$ cat config.mk
export PLATFORM = sky130hd
export DESIGN_NAME = array_delete_first_match_unit
export DESIGN_NICKNAME = d
export VERILOG_FILES = /design/src/hw/rtl/adu_pkg.sv /design/src/hw/rtl/adu_mem.sv /design/src/hw/rtl/adu_ctrl.sv /design/src/hw/rtl/array_delete_first_match_unit.sv
export VERILOG_INCLUDE_DIRS = /design/src /design/src/hw/rtl
export SDC_FILE = /design/constraint.sdc
export NUM_CORES = 2
export LEC_CHECK = 0
export BUFFER_PORTS_ARGS = -buffer_cell sky130_fd_sc_hd__buf_2
export CORE_MARGIN = 5
export CORE_UTILIZATION = 61
export DETAILED_ROUTE_END_ITERATION = 12
export GPL_ROUTABILITY_DRIVEN = 0
export PLACE_DENSITY_LB_ADDON = 0.05
export SLEW_MARGIN = 0
export SYNTH_ARGS = -nofsm -noshare
export SYNTH_HDL_FRONTEND = slang
export SYNTH_SLANG_ARGS = --single-unit
$ cat constraint.sdc
create_clock -name clock -period 6.9 [get_ports clock]
set_input_delay 1.38 -clock clock [delete_from_list [all_inputs] [get_ports clock]]
set_output_delay 1.38 -clock clock [all_outputs]
set_load 0.02 [all_outputs]
$ cat src/hw/rtl/array_delete_first_match_unit_assert.svh
// Assertion macros shared by the array delete unit RTL.
// Uses the clock and reset names of the including module; no other dependencies.
`ifndef ARRAY_DELETE_FIRST_MATCH_UNIT_ASSERT_SVH
`define ARRAY_DELETE_FIRST_MATCH_UNIT_ASSERT_SVH
`ifndef SYNTHESIS
`define ADU_ASSERT(lbl, prop, msg) \
   lbl: assert property (@(posedge clock) disable iff (reset) prop) else $error(msg);
`define ADU_NEVER(lbl, expr, msg) \
   lbl: assert property (@(posedge clock) disable iff (reset) !(expr)) else $error(msg);
`else
`define ADU_ASSERT(lbl, prop, msg)
`define ADU_NEVER(lbl, expr, msg)
`endif
`endif

$ cat src/hw/rtl/adu_pkg.sv
// Shared constants and types for the array delete unit.
// No dependencies; used by adu_ctrl and the top level.
package adu_pkg;

   localparam int DEPTH_DEFAULT = 64;

   localparam logic [1:0] ACT_APPEND = 2'd0;
   localparam logic [1:0] ACT_DELETE = 2'd1;
   localparam logic [1:0] ACT_READ   = 2'd2;

   localparam int VALUE_W    = 32;
   localparam int INDEX_W    = 6;
   localparam int ACTION_W   = 2;
   localparam int POS_W      = 7;
   localparam int FILL_W     = 7;
   localparam int REQ_DATA_W = 40;
   localparam int RSP_DATA_W = 48;

   localparam logic [POS_W-1:0] NO_POSITION = 7'h7F;

   typedef struct packed {
      logic [VALUE_W-1:0] read_data;
      logic [FILL_W-1:0]  fill_count;
      logic [POS_W-1:0]   position;
      logic               found;
   } res_type;

endpackage

$ cat src/hw/rtl/adu_mem.sv
// Entry store of the array delete unit: one write port, one read port,
// registered read data. Depends on nothing.
module adu_mem #(
   parameter int DEPTH = 64,
   parameter int AW    = $clog2(DEPTH),
   parameter int DW    = 32
) (
   input  logic          clock,
   input  logic          we,
   input  logic [AW-1:0] waddr,
   input  logic [DW-1:0] wdata,
   input  logic          re,
   input  logic [AW-1:0] raddr,
   output logic [DW-1:0] rdata
);

   logic [DW-1:0] mem_ff [DEPTH];
   logic [DW-1:0] rdata_ff;

   always_ff @(posedge clock) begin
      if (we) begin
         mem_ff[waddr] <= wdata;
      end
   end

   always_ff @(posedge clock) begin
      if (re) begin
         rdata_ff <= mem_ff[raddr];
      end
   end

   assign rdata = rdata_ff;

endmodule

$ cat src/hw/rtl/adu_ctrl.sv
// Sequencer of the array delete unit: fill count, search and shift walks,
// one shared equality compare. Depends on adu_pkg and the assertion header.
`include "array_delete_first_match_unit_assert.svh"

module adu_ctrl #(
   parameter int DEPTH = adu_pkg::DEPTH_DEFAULT,
   parameter int AW    = $clog2(DEPTH),
   parameter int CW    = $clog2(DEPTH + 1)
) (
   input  logic                            clock,
   input  logic                            reset,
   input  logic                            req_valid,
   output logic                            req_ready,
   input  logic [adu_pkg::ACTION_W-1:0]    req_action,
   input  logic [adu_pkg::VALUE_W-1:0]     req_value,
   input  logic [adu_pkg::INDEX_W-1:0]     req_index,
   output logic                            res_valid,
   input  logic                            res_ready,
   output adu_pkg::res_type                res,
   output logic                            mem_we,
   output logic [AW-1:0]                   mem_waddr,
   output logic [adu_pkg::VALUE_W-1:0]     mem_wdata,
   output logic                            mem_re,
   output logic [AW-1:0]                   mem_raddr,
   input  logic [adu_pkg::VALUE_W-1:0]     mem_rdata
);

   typedef enum logic [2:0] {
      ST_IDLE,
      ST_SEARCH,
      ST_SHIFT,
      ST_READ,
      ST_DONE
   } state_type;

   localparam logic [CW-1:0] DEPTH_C = CW'(DEPTH);
   localparam logic [CW-1:0] ONE_C   = CW'(1);

   state_type                       state_ff, state_in;
   logic [CW-1:0]                   count_ff, count_in;
   logic [CW-1:0]                   ptr_ff, ptr_in;
   logic                            pend_vld_ff, pend_vld_in;
   logic [CW-1:0]                   pend_idx_ff, pend_idx_in;
   logic [adu_pkg::VALUE_W-1:0]     value_ff, value_in;
   logic                            found_ff, found_in;
   logic [adu_pkg::POS_W-1:0]       pos_ff, pos_in;
   logic [adu_pkg::VALUE_W-1:0]     data_ff, data_in;

   logic                            accept;
   logic                            match;
   logic [CW+adu_pkg::INDEX_W-1:0]  idx_ext;
   logic [CW+adu_pkg::INDEX_W-1:0]  cnt_ext;
   logic [CW+adu_pkg::POS_W-1:0]    pend_ext;
   logic [CW+adu_pkg::FILL_W-1:0]   fill_ext;
   logic [CW-1:0]                   wr_idx;

   assign req_ready = (state_ff == ST_IDLE);
   assign accept    = req_valid && req_ready;
   assign res_valid = (state_ff == ST_DONE);

   // shared compare: fetched entry against the search value
   assign match = pend_vld_ff && (mem_rdata == value_ff);

   assign idx_ext  = {{CW{1'b0}}, req_index};
   assign cnt_ext  = {{adu_pkg::INDEX_W{1'b0}}, count_ff};
   assign pend_ext = {{adu_pkg::POS_W{1'b0}}, pend_idx_ff};
   assign fill_ext = {{adu_pkg::FILL_W{1'b0}}, count_ff};
   assign wr_idx   = pend_idx_ff - ONE_C;

   assign res.found      = found_ff;
   assign res.position   = pos_ff;
   assign res.fill_count = fill_ext[adu_pkg::FILL_W-1:0];
   assign res.read_data  = data_ff;

   always_comb begin
      state_in    = state_ff;
      count_in    = count_ff;
      ptr_in      = ptr_ff;
      pend_vld_in = pend_vld_ff;
      pend_idx_in = pend_idx_ff;
      value_in    = value_ff;
      found_in    = found_ff;
      pos_in      = pos_ff;
      data_in     = data_ff;
      mem_we      = 1'b0;
      mem_waddr   = '0;
      mem_wdata   = mem_rdata;
      mem_re      = 1'b0;
      mem_raddr   = '0;

      case (state_ff)
         ST_IDLE: begin
            if (accept) begin
               value_in    = req_value;
               ptr_in      = '0;
               pend_vld_in = 1'b0;
               found_in    = 1'b0;
               pos_in      = adu_pkg::NO_POSITION;
               data_in     = '0;
               state_in    = ST_DONE;
               case (req_action)
                  adu_pkg::ACT_APPEND: begin
                     if (count_ff < DEPTH_C) begin
                        mem_we    = 1'b1;
                        mem_waddr = count_ff[AW-1:0];
                        mem_wdata = req_value;
                        count_in  = count_ff + ONE_C;
                        found_in  = 1'b1;
                     end
                  end
                  adu_pkg::ACT_DELETE: begin
                     state_in = ST_SEARCH;
                  end
                  adu_pkg::ACT_READ: begin
                     if (idx_ext < cnt_ext) begin
                        mem_re    = 1'b1;
                        mem_raddr = idx_ext[AW-1:0];
                        state_in  = ST_READ;
                     end
                  end
                  default: begin
                     state_in = ST_DONE;
                  end
               endcase
            end
         end
         ST_SEARCH: begin
            if (match) begin
               // remove this entry, then pull the tail down from the next one
               found_in    = 1'b1;
               pos_in      = pend_ext[adu_pkg::POS_W-1:0];
               count_in    = count_ff - ONE_C;
               ptr_in      = pend_idx_ff + ONE_C;
               pend_vld_in = 1'b0;
               state_in    = ST_SHIFT;
            end else if (ptr_ff < count_ff) begin
               mem_re      = 1'b1;
               mem_raddr   = ptr_ff[AW-1:0];
               pend_idx_in = ptr_ff;
               pend_vld_in = 1'b1;
               ptr_in      = ptr_ff + ONE_C;
            end else begin
               pend_vld_in = 1'b0;
               if (!pend_vld_ff) begin
                  state_in = ST_DONE;
               end
            end
         end
         ST_SHIFT: begin
            if (pend_vld_ff) begin
               mem_we    = 1'b1;
               mem_waddr = wr_idx[AW-1:0];
               mem_wdata = mem_rdata;
            end
            if (ptr_ff <= count_ff) begin
               mem_re      = 1'b1;
               mem_raddr   = ptr_ff[AW-1:0];
               pend_idx_in = ptr_ff;
               pend_vld_in = 1'b1;
               ptr_in      = ptr_ff + ONE_C;
            end else begin
               pend_vld_in = 1'b0;
               if (!pend_vld_ff) begin
                  state_in = ST_DONE;
               end
            end
         end
         ST_READ: begin
            data_in  = mem_rdata;
            state_in = ST_DONE;
         end
         ST_DONE: begin
            if (res_ready) begin
               state_in = ST_IDLE;
            end
         end
         default: begin
            state_in = ST_IDLE;
         end
      endcase
   end

   always_ff @(posedge clock) begin
      if (reset) begin
         state_ff    <= ST_IDLE;
         count_ff    <= '0;
         pend_vld_ff <= 1'b0;
      end else begin
         state_ff    <= state_in;
         count_ff    <= count_in;
         pend_vld_ff <= pend_vld_in;
      end
      ptr_ff      <= ptr_in;
      pend_idx_ff <= pend_idx_in;
      value_ff    <= value_in;
      found_ff    <= found_in;
      pos_ff      <= pos_in;
      data_ff     <= data_in;
   end

   `ADU_NEVER(a_count_bound, count_ff > DEPTH_C, "fill count above depth")
   `ADU_ASSERT(a_busy_after_accept, accept |=> !req_ready, "ready right after accept")
   `ADU_ASSERT(a_shift_in_range, (state_ff == ST_SHIFT && mem_we) |-> (wr_idx < count_ff), "shift write beyond fill")
   `ADU_ASSERT(a_pos_means_found, (res_valid && res.position != adu_pkg::NO_POSITION) |-> res.found, "position without found")

endmodule

$ cat src/hw/rtl/array_delete_first_match_unit.sv
// Top level of the array delete unit: stream ports, output register,
// sequencer and entry store. Depends on adu_pkg, adu_ctrl and adu_mem.
//
//  channel   dir  handshake            payload
//  req_      in   req_tvalid/tready    tuser: action; tdata: value, index
//  rsp_      out  rsp_tvalid/tready    tdata: found, position, fill_count, read_data
//
// Append, the unused action and a read past the fill count finish straight from idle;
// a read in range fetches its entry first. Delete walks the store with a search pass
// and, on a hit, a shift pass, through the single read and single write port of the store.
// Synchronous active-high reset empties the array at once (fill count to 0).
// One word is in the sequencer at a time; the output register lets it take
// the next word while the previous result waits on rsp_tready.
module array_delete_first_match_unit #(
   parameter int DEPTH = adu_pkg::DEPTH_DEFAULT
) (
   input  logic                               clock,
   input  logic                               reset,
   input  logic                               req_tvalid,
   output logic                               req_tready,
   input  logic [adu_pkg::REQ_DATA_W-1:0]     req_tdata,  // value[31:0], index[37:32], zero
   input  logic [adu_pkg::ACTION_W-1:0]       req_tuser,  // action[1:0]
   output logic                               rsp_tvalid,
   input  logic                               rsp_tready,
   output logic [adu_pkg::RSP_DATA_W-1:0]     rsp_tdata   // found[0], position[7:1],
                                                          // fill_count[14:8],
                                                          // read_data[46:15], zero
);

   localparam int AW = $clog2(DEPTH);
   localparam int CW = $clog2(DEPTH + 1);

   adu_pkg::res_type             res;
   logic                         res_valid;
   logic                         res_ready;
   logic                         mem_we;
   logic [AW-1:0]                mem_waddr;
   logic [adu_pkg::VALUE_W-1:0]  mem_wdata;
   logic                         mem_re;
   logic [AW-1:0]                mem_raddr;
   logic [adu_pkg::VALUE_W-1:0]  mem_rdata;

   logic                         out_vld_ff, out_vld_in;
   adu_pkg::res_type             out_ff, out_in;

   adu_ctrl #(
      .DEPTH (DEPTH),
      .AW    (AW),
      .CW    (CW)
   ) u_ctrl (
      .clock      (clock),
      .reset      (reset),
      .req_valid  (req_tvalid),
      .req_ready  (req_tready),
      .req_action (req_tuser),
      .req_value  (req_tdata[31:0]),
      .req_index  (req_tdata[37:32]),
      .res_valid  (res_valid),
      .res_ready  (res_ready),
      .res        (res),
      .mem_we     (mem_we),
      .mem_waddr  (mem_waddr),
      .mem_wdata  (mem_wdata),
      .mem_re     (mem_re),
      .mem_raddr  (mem_raddr),
      .mem_rdata  (mem_rdata)
   );

   adu_mem #(
      .DEPTH (DEPTH),
      .AW    (AW),
      .DW    (adu_pkg::VALUE_W)
   ) u_mem (
      .clock (clock),
      .we    (mem_we),
      .waddr (mem_waddr),
      .wdata (mem_wdata),
      .re    (mem_re),
      .raddr (mem_raddr),
      .rdata (mem_rdata)
   );

   // take a new result when the output word is empty or leaving
   assign res_ready = !out_vld_ff || rsp_tready;

   always_comb begin
      out_vld_in = out_vld_ff;
      out_in     = out_ff;
      if (res_ready) begin
         out_vld_in = res_valid;
         if (res_valid) begin
            out_in = res;
         end
      end
   end

   always_ff @(posedge clock) begin
      if (reset) begin
         out_vld_ff <= 1'b0;
      end else begin
         out_vld_ff <= out_vld_in;
      end
      out_ff <= out_in;
   end

   assign rsp_tvalid = out_vld_ff;
   assign rsp_tdata  = {1'b0, out_ff.read_data, out_ff.fill_count,
                        out_ff.position, out_ff.found};

endmodule

Word level (Yosys, flattened, before mapping)
Memories as Yosys holds them, arrays and structs flattened. A register that Yosys moved wholly into a read port is not among the register bits.
Cells that the tools add are included.

storage, ports and cells
  bits in registers = 145
  RAM bits = 2,048
  word-level logic and storage cells = 124
  memories = 1

operators by class
  add/sub/neg operators = 5
  $lt $le $gt $ge = 4
  eq/ne operators = 18
  muxes and demuxes = 63
  reduce and logical (&&, ||, !) cells = 19

memories
  memory        depth  width  rd ports  clocked after memory_dff  write ports  line           text
  u_mem.mem_ff  64     32     1         1                         1            adu_mem.sv:17  logic [DW-1:0] mem_ff [DEPTH];

operator list
  cell                                              number
  two-way mux 32 bit                                5
  two-way mux 7 bit                                 13
  case mux 32 bit (2 select lines)                  1
  two-way mux 6 bit                                 10
  case mux 7 bit (2 select lines)                   3
  == test 32 bit                                    1
  adder 7 x 1 -> 7 bit, second input constant       3
  two-way mux 3 bit                                 7
  case mux 7 bit (3 select lines)                   1
  case mux 6 bit (3 select lines)                   1
  two-way mux 1 bit                                 15
  case mux 3 bit (5 select lines)                   1
  case mux 6 bit (2 select lines)                   1
  AND reduction 4 bit                               3
  != test 2 bit, second input constant              5
  != test 2 x 1 -> 1 bit, second input constant     4
  AND reduction 2 bit                               4
  less-or-equal comparator 7 bit                    1
  < comparator 6 x 7 -> 1 bit                       1
  < comparator 7 bit                                1
  < comparator 7 bit, second input constant         1
  subtractor 7 x 1 -> 7 bit, second input constant  1
  == test 3 x 2 -> 1 bit, second input constant     2
  case mux 1 bit (3 select lines)                   2
  other kinds (18)                                  22

Logic depth before layout (Yosys ltp)
  word-level depth = 7
  depth in mapped cells = 17
  mapped depth without buffers = 13

Hierarchy
From an unflattened synthesis, not the netlist that was laid out.

unflattened totals
  cells, all modules = 3,891
  area total of the unflattened synthesis = 85,638.4 um^2

modules (own cells, without submodules)
  module                         instances  cells an instance  area an instance (um^2)  seq. area each (um^2)
  adu_mem                        1          3,324              78,840.6                 62,459.9
  adu_ctrl                       1          513                5,320.1                  2,802.7
  array_delete_first_match_unit  1          54                 1,477.7                  1,431.4

Worst setup path after synthesis
OpenSTA, ideal clock, no wires.

  path kind = input port to flip-flop
  start point = input port req_tuser[0] (netlist bit)
  end point = memory u_mem.mem_ff[0][21], data pin
  setup time = 702 ps
  arrival time = 4,725 ps
  data required time = 6,198 ps
  setup slack = 1,473 ps
  stages on the path = 7
  path buffers = 2
  cell sequence = inv_1 -> ha_1 -> nand2_1 -> nor2_1 -> clkbuf_1 -> clkbuf_1 -> o21ai_0

on the way
  longest elaborated chain between the ends = 4

ends and longest elaborated chain
  element                       line                                 text
  start, declared               array_delete_first_match_unit.sv:22  input logic [adu_pkg::ACTION_W-1:0] req_tuser,
  zero test 2 bit               adu_ctrl.sv:101                      case (req_action)
  two-way mux 32 bit            adu_ctrl.sv:101
  two-way mux 32 bit            adu_ctrl.sv:93                       if (accept) begin
  two-way mux 32 bit            --
  named net mem_wdata, one bit  array_delete_first_match_unit.sv:38  logic [adu_pkg::VALUE_W-1:0] mem_wdata;
  end, declared                 adu_mem.sv:17

The timed path passes the listed nets, and every way through them passes these cells.

Worst setup path in the final report
  start point = register u_mem.rdata_ff[27], in the netlist u_mem.rdata[27] (read register of u_mem.mem_ff)
  end point = register u_mem.rdata_ff[28], in the netlist u_mem.rdata[28] (read register of u_mem.mem_ff), data pin

on the way
  longest elaborated chain between the ends = 4
  elaborated cells on any way between the ends = 6

ends and longest elaborated chain
  element                                                                             line             text
  start, declared                                                                     adu_mem.sv:18    logic [DW-1:0] rdata_ff;
  == test 32 bit *                                                                    adu_ctrl.sv:62   assign match = pend_vld_ff && (mem_rdata == value_ff);
  logical AND 1 bit *                                                                 adu_ctrl.sv:62
  two-way mux 6 bit or two-way mux 1 bit (tied branches)                              adu_ctrl.sv:128  if (match) begin
  case mux 6 bit (3 select lines) or case mux 1 bit (3 select lines) (tied branches)  adu_ctrl.sv:91   case (state_ff)

Every way passes the cells marked *; elsewhere a longest branch is shown, timed or not.
A chain may end at the register's enable or synchronous reset.

==> metrics.md <==
| Metric | Value |
|---|---|
| Max Fclk | `about 180 MHz` |
| Resized Gates After CTS | `0` |
| Core Footprint | `143000 um^2` |
| CTS Buf Count | `~210` |
| Multiplexer share of the synthesized area | `0.0418` |
| Clk_skew | `about 0.028 ns` |
| Final #Nets | `around 6300` |
| HPWL after detailed placement | `141000 um` |
| Final Power | `28.0 mW` |
| Pins Over Slew Limit | `0` |
| Die Wd | `slightly below 400 um` |
| Slew @ Worst Pin | `about 1.3 ns` |
| R2R cell count | `13` |
| Status | `finished, final reports clean` |
| Synth Flop Type | `edfxtp_1` |
| Net Count, Synth | `about 6000` |
| Leakage Power | `34.6 nW` |
| Number of global-route vias before repair | `50115` |
| Final Cell Area | `98200 um^2` |
| FF-to-FF End | `u_mem.rdata[28]` |
| Async set-reset flop share out of synthesis | `0` |
| Worst Hold Depth | `0` |
| Final WL | `246000 um` |
| XOR/XNOR Fraction of Synth Area | `0.00430` |
| Pwr dens | `285 nW/um^2` |
| Final setup vio count | `0` |
| Distinct cells, synth | `between 60 and 70` |
| Sequential area share after synthesis | `0.761` |
| Initial drt markers | `a little under 8000` |
| Area delta synth->final | `12.0%` |
| Synth Area per Inst | `roughly 15 um^2` |
| Final Hold Fails | `0` |
| Worst VDD drop | `0.000194 V` |
| Worst setup margin | `1.22 ns` |
| Crit path max fanout | `41` |
| Final worst-path cycle share | `0.823` |
| Hold-fix buffers, CTS | `0` |
| Maximum clock path buffer count | `3` |
| Arr. time, crit path | `6.38 ns` |
| Antenna Violating Nets Remaining | `0` |
| HP Class | `flip-flop to flip-flop` |
| Clock Latency Late Sink | `between 0.8 and 0.9 ns` |
| CTS root buf | `clkbuf_16` |
| Req. time, crit path | `7.60 ns` |
| Worst setup EP type | `flip-flop` |
| Initial antenna violation count | `13` |
| Num rows | `139` |
| Wire per inst | `~30 um` |
| Synthesized area | `87600 um^2` |
| Starting Density | `0.612` |
| Ys Warns | `0` |
| GRT Resource Usage Total | `0.321` |
| Min-delay src | `u_ctrl.data_ff[27]` |
| Fin crit period | `approximately 5.7 ns` |
| Non-filler cells, final | `between 8000 and 9000` |
| CTS tree | `built` |
| Remaining DRCs | `0` |
| Reg clk slew, reported paths | `0.06 ns` |
| Post-Place Setup Slack | `0.894 ns` |
| Slowest cell on crit path | `o221a_4` |
| Max-Cap Viols | `0` |
| Cell count after synthesis | `roughly 6000` |
| I/O pin total | `96` |
| Fin util | `0.686` |
| Complex-gate fraction of the synthesized area | `0.0435` |
| Total negative slack | `0 ns` |
| CTS sink count | `roughly 2200` |
| Placed cell count | `just under 8000` |
| Grt ovf | `0` |
| Die area | `around 150000 um^2` |
| Port Buffer Count | `between 90 and 100` |
| Die Ht | `approximately 390 um` |
| R2r setup slk | `between 1 and 1.5 ns` |
| Synth Register Bits | `~2200` |
| DR vias/cell | `~6.5` |
| Placed instance area | `about 90000 um^2` |
| Slew headroom | `0.143` |
| Worst path max stage delay | `about 0.96 ns` |
| Post-Synth Adder-Cell Area | `0.00351` |
| CP startpoint kind | `flip-flop` |
| WHS Endpoint | `rsp_tdata[42]` |
| Via count | `about 53000` |
| Share of layout cells above drive strength 1 | `0.115` |
| H-tree Lvls | `4` |
| WS Path Type | `flip-flop to flip-flop` |
| Simple-gate share of the synthesized area | `0.123` |
| EDFF count, synth | `roughly 2200` |
| First-pass GRT wire length | `around 350000 um` |
| WHS | `0.418 ns` |
| Cell breakdown of the critical path | `nor2b_1 > a2111oi_0 > and4_1 > and4_1 > o221a_4 > buf_12 > buf_4 > buf_4 > nand2_1 > a32oi_1 > nand3_1 > a32oi_1 > or2_1` |
| # Post-CTS Setup Buffers | `0` |
| First-pass DRT Iterations | `10` |
| Reg2reg start | `u_mem.rdata[27]` |
| Largest net degree at the start of global routing | `between 100 and 150` |
| Fillcell total | `between 9000 and 10000` |
| Largest family of logic cells by synthesized area | `simple AND/OR/NAND/NOR gates` |
| RSZ-0062 raised after global routing | `no` |
-- metal layers --
layer  part of all wire  up-vias  GRT usage
met4              0.040       10      0.123
met3               0.12      455     0.0793
met2               0.44     3265      0.468
met5            0.00031        -          0
met1               0.40    26662      0.474
li1                   -    23063          -
-- critical path, delay by kind of cell, from the launching register on --
kind	cells	cell delay [ns]
buffers and inverters	3	1.03
AOI/OAI and AO/OA	4	2.41
DFF	1	0.54
and+or+nand+nor	6	1.49
-- sequential cells by signal, indices dropped and copies added, names as in the netlist, 32 cells and up --
| name | cells |
|---|---|
| rsp_tdata | 47 |
| u_ctrl.data_ff | 32 |
| u_ctrl.value_ff | 32 |
| u_mem.mem_ff | 2048 |
| u_mem.rdata | 32 |
-- layout make-up --
class                   instances  area [um^2]  share of cell area
well taps                    1903         2380              0.0242
inverters                      25         93.8            0.000956
repair buffers                325         2640              0.0268
flip-flops and latches       2225        66700               0.679
clock buffers                 263         5670              0.0577
clock inverters               124         1050              0.0107
diodes                          4         10.0            0.000102
multi-input cells            3418        19700               0.200
-- placed cells by master (no fill, tap or decap), types with 42 or more instances in the layout --
master,n
a32oi_1,154
o2111ai_1,58
and3_1,56
clkinv_1,57
nand4_1,157
nand2_1,1544
mux2i_1,366
clkbuf_1,42
a31oi_1,90
a21oi_1,51
nand3_1,504
buf_2,92
buf_4,199
edfxtp_1,2213
clkbuf_16,219
nor2_4,66
-- cells in the mapped netlist, drive strengths merged, types with 4 or more instances --
| master | number | share of area |
|---|---|---|
| nor2 | 96 | 0.0041 |
| o311ai | 14 | 0.0015 |
| or2 | 5 | 0.00036 |
| buf | 238 | 0.017 |
| dfxtp | 12 | 0.0027 |
| nor3 | 14 | 0.0012 |
| edfxtp | 2213 | 0.76 |
| a22oi | 13 | 0.0011 |
| mux2i | 366 | 0.042 |
| and2 | 31 | 0.0022 |
| o22ai | 13 | 0.00093 |
| a32oi | 154 | 0.015 |
| or4 | 4 | 0.00034 |
| nand3 | 504 | 0.029 |
| nand2 | 1572 | 0.067 |
| a21boi | 4 | 0.00043 |
| nand2b | 13 | 0.00093 |
| inv | 25 | 0.0011 |
| o21ai | 38 | 0.0022 |
| o2111ai | 58 | 0.0058 |
| xor2 | 13 | 0.0013 |
| o21a | 4 | 0.00034 |
| o211ai | 6 | 0.00051 |
| o221ai | 4 | 0.00054 |
| and3 | 56 | 0.0040 |
| ha | 23 | 0.0033 |
| a21oi | 53 | 0.0031 |
| a21o | 18 | 0.0015 |
| nand4 | 157 | 0.011 |
| nor2b | 15 | 0.0011 |
| clkbuf | 118 | 0.0051 |
| a31oi | 90 | 0.0064 |
| a221oi | 24 | 0.0024 |
| xnor2 | 30 | 0.0030 |
-- how the worst max path moves through the flow --
stage / from / to / slack [ns]
after floorplan: req_tuser[0] / u_mem.mem_ff[0][21] / 1.47
after global placement: req_tdata[37] / u_mem.rdata[29] / 0.91
after detailed placement: req_tdata[37] / u_mem.rdata[22] / 0.89
after CTS: u_mem.rdata[27] / u_mem.rdata[28] / 1.36
after global routing: u_mem.rdata[27] / u_mem.rdata[22] / 1.11
final: u_mem.rdata[27] / u_mem.rdata[28] / 1.22
-- power by group --
part           internal, mW  switching [mW]
sequential             15.1          0.0715
combinational         0.365            1.20
clock                  6.39            4.86
-- kinds of logic (layout without fill, tap and decap cells) --
logic type,count (synthesis),in the layout
and+or+nand+nor,2479,2479
DFF,2225,2225
AOI/OAI and AO/OA,505,505
buffers and inverters,381,737
muxes,366,366
xor gates and xnor gates,43,43
adders and majority gates,24,24
other,1,5
Power figures use the tool's default switching activity.
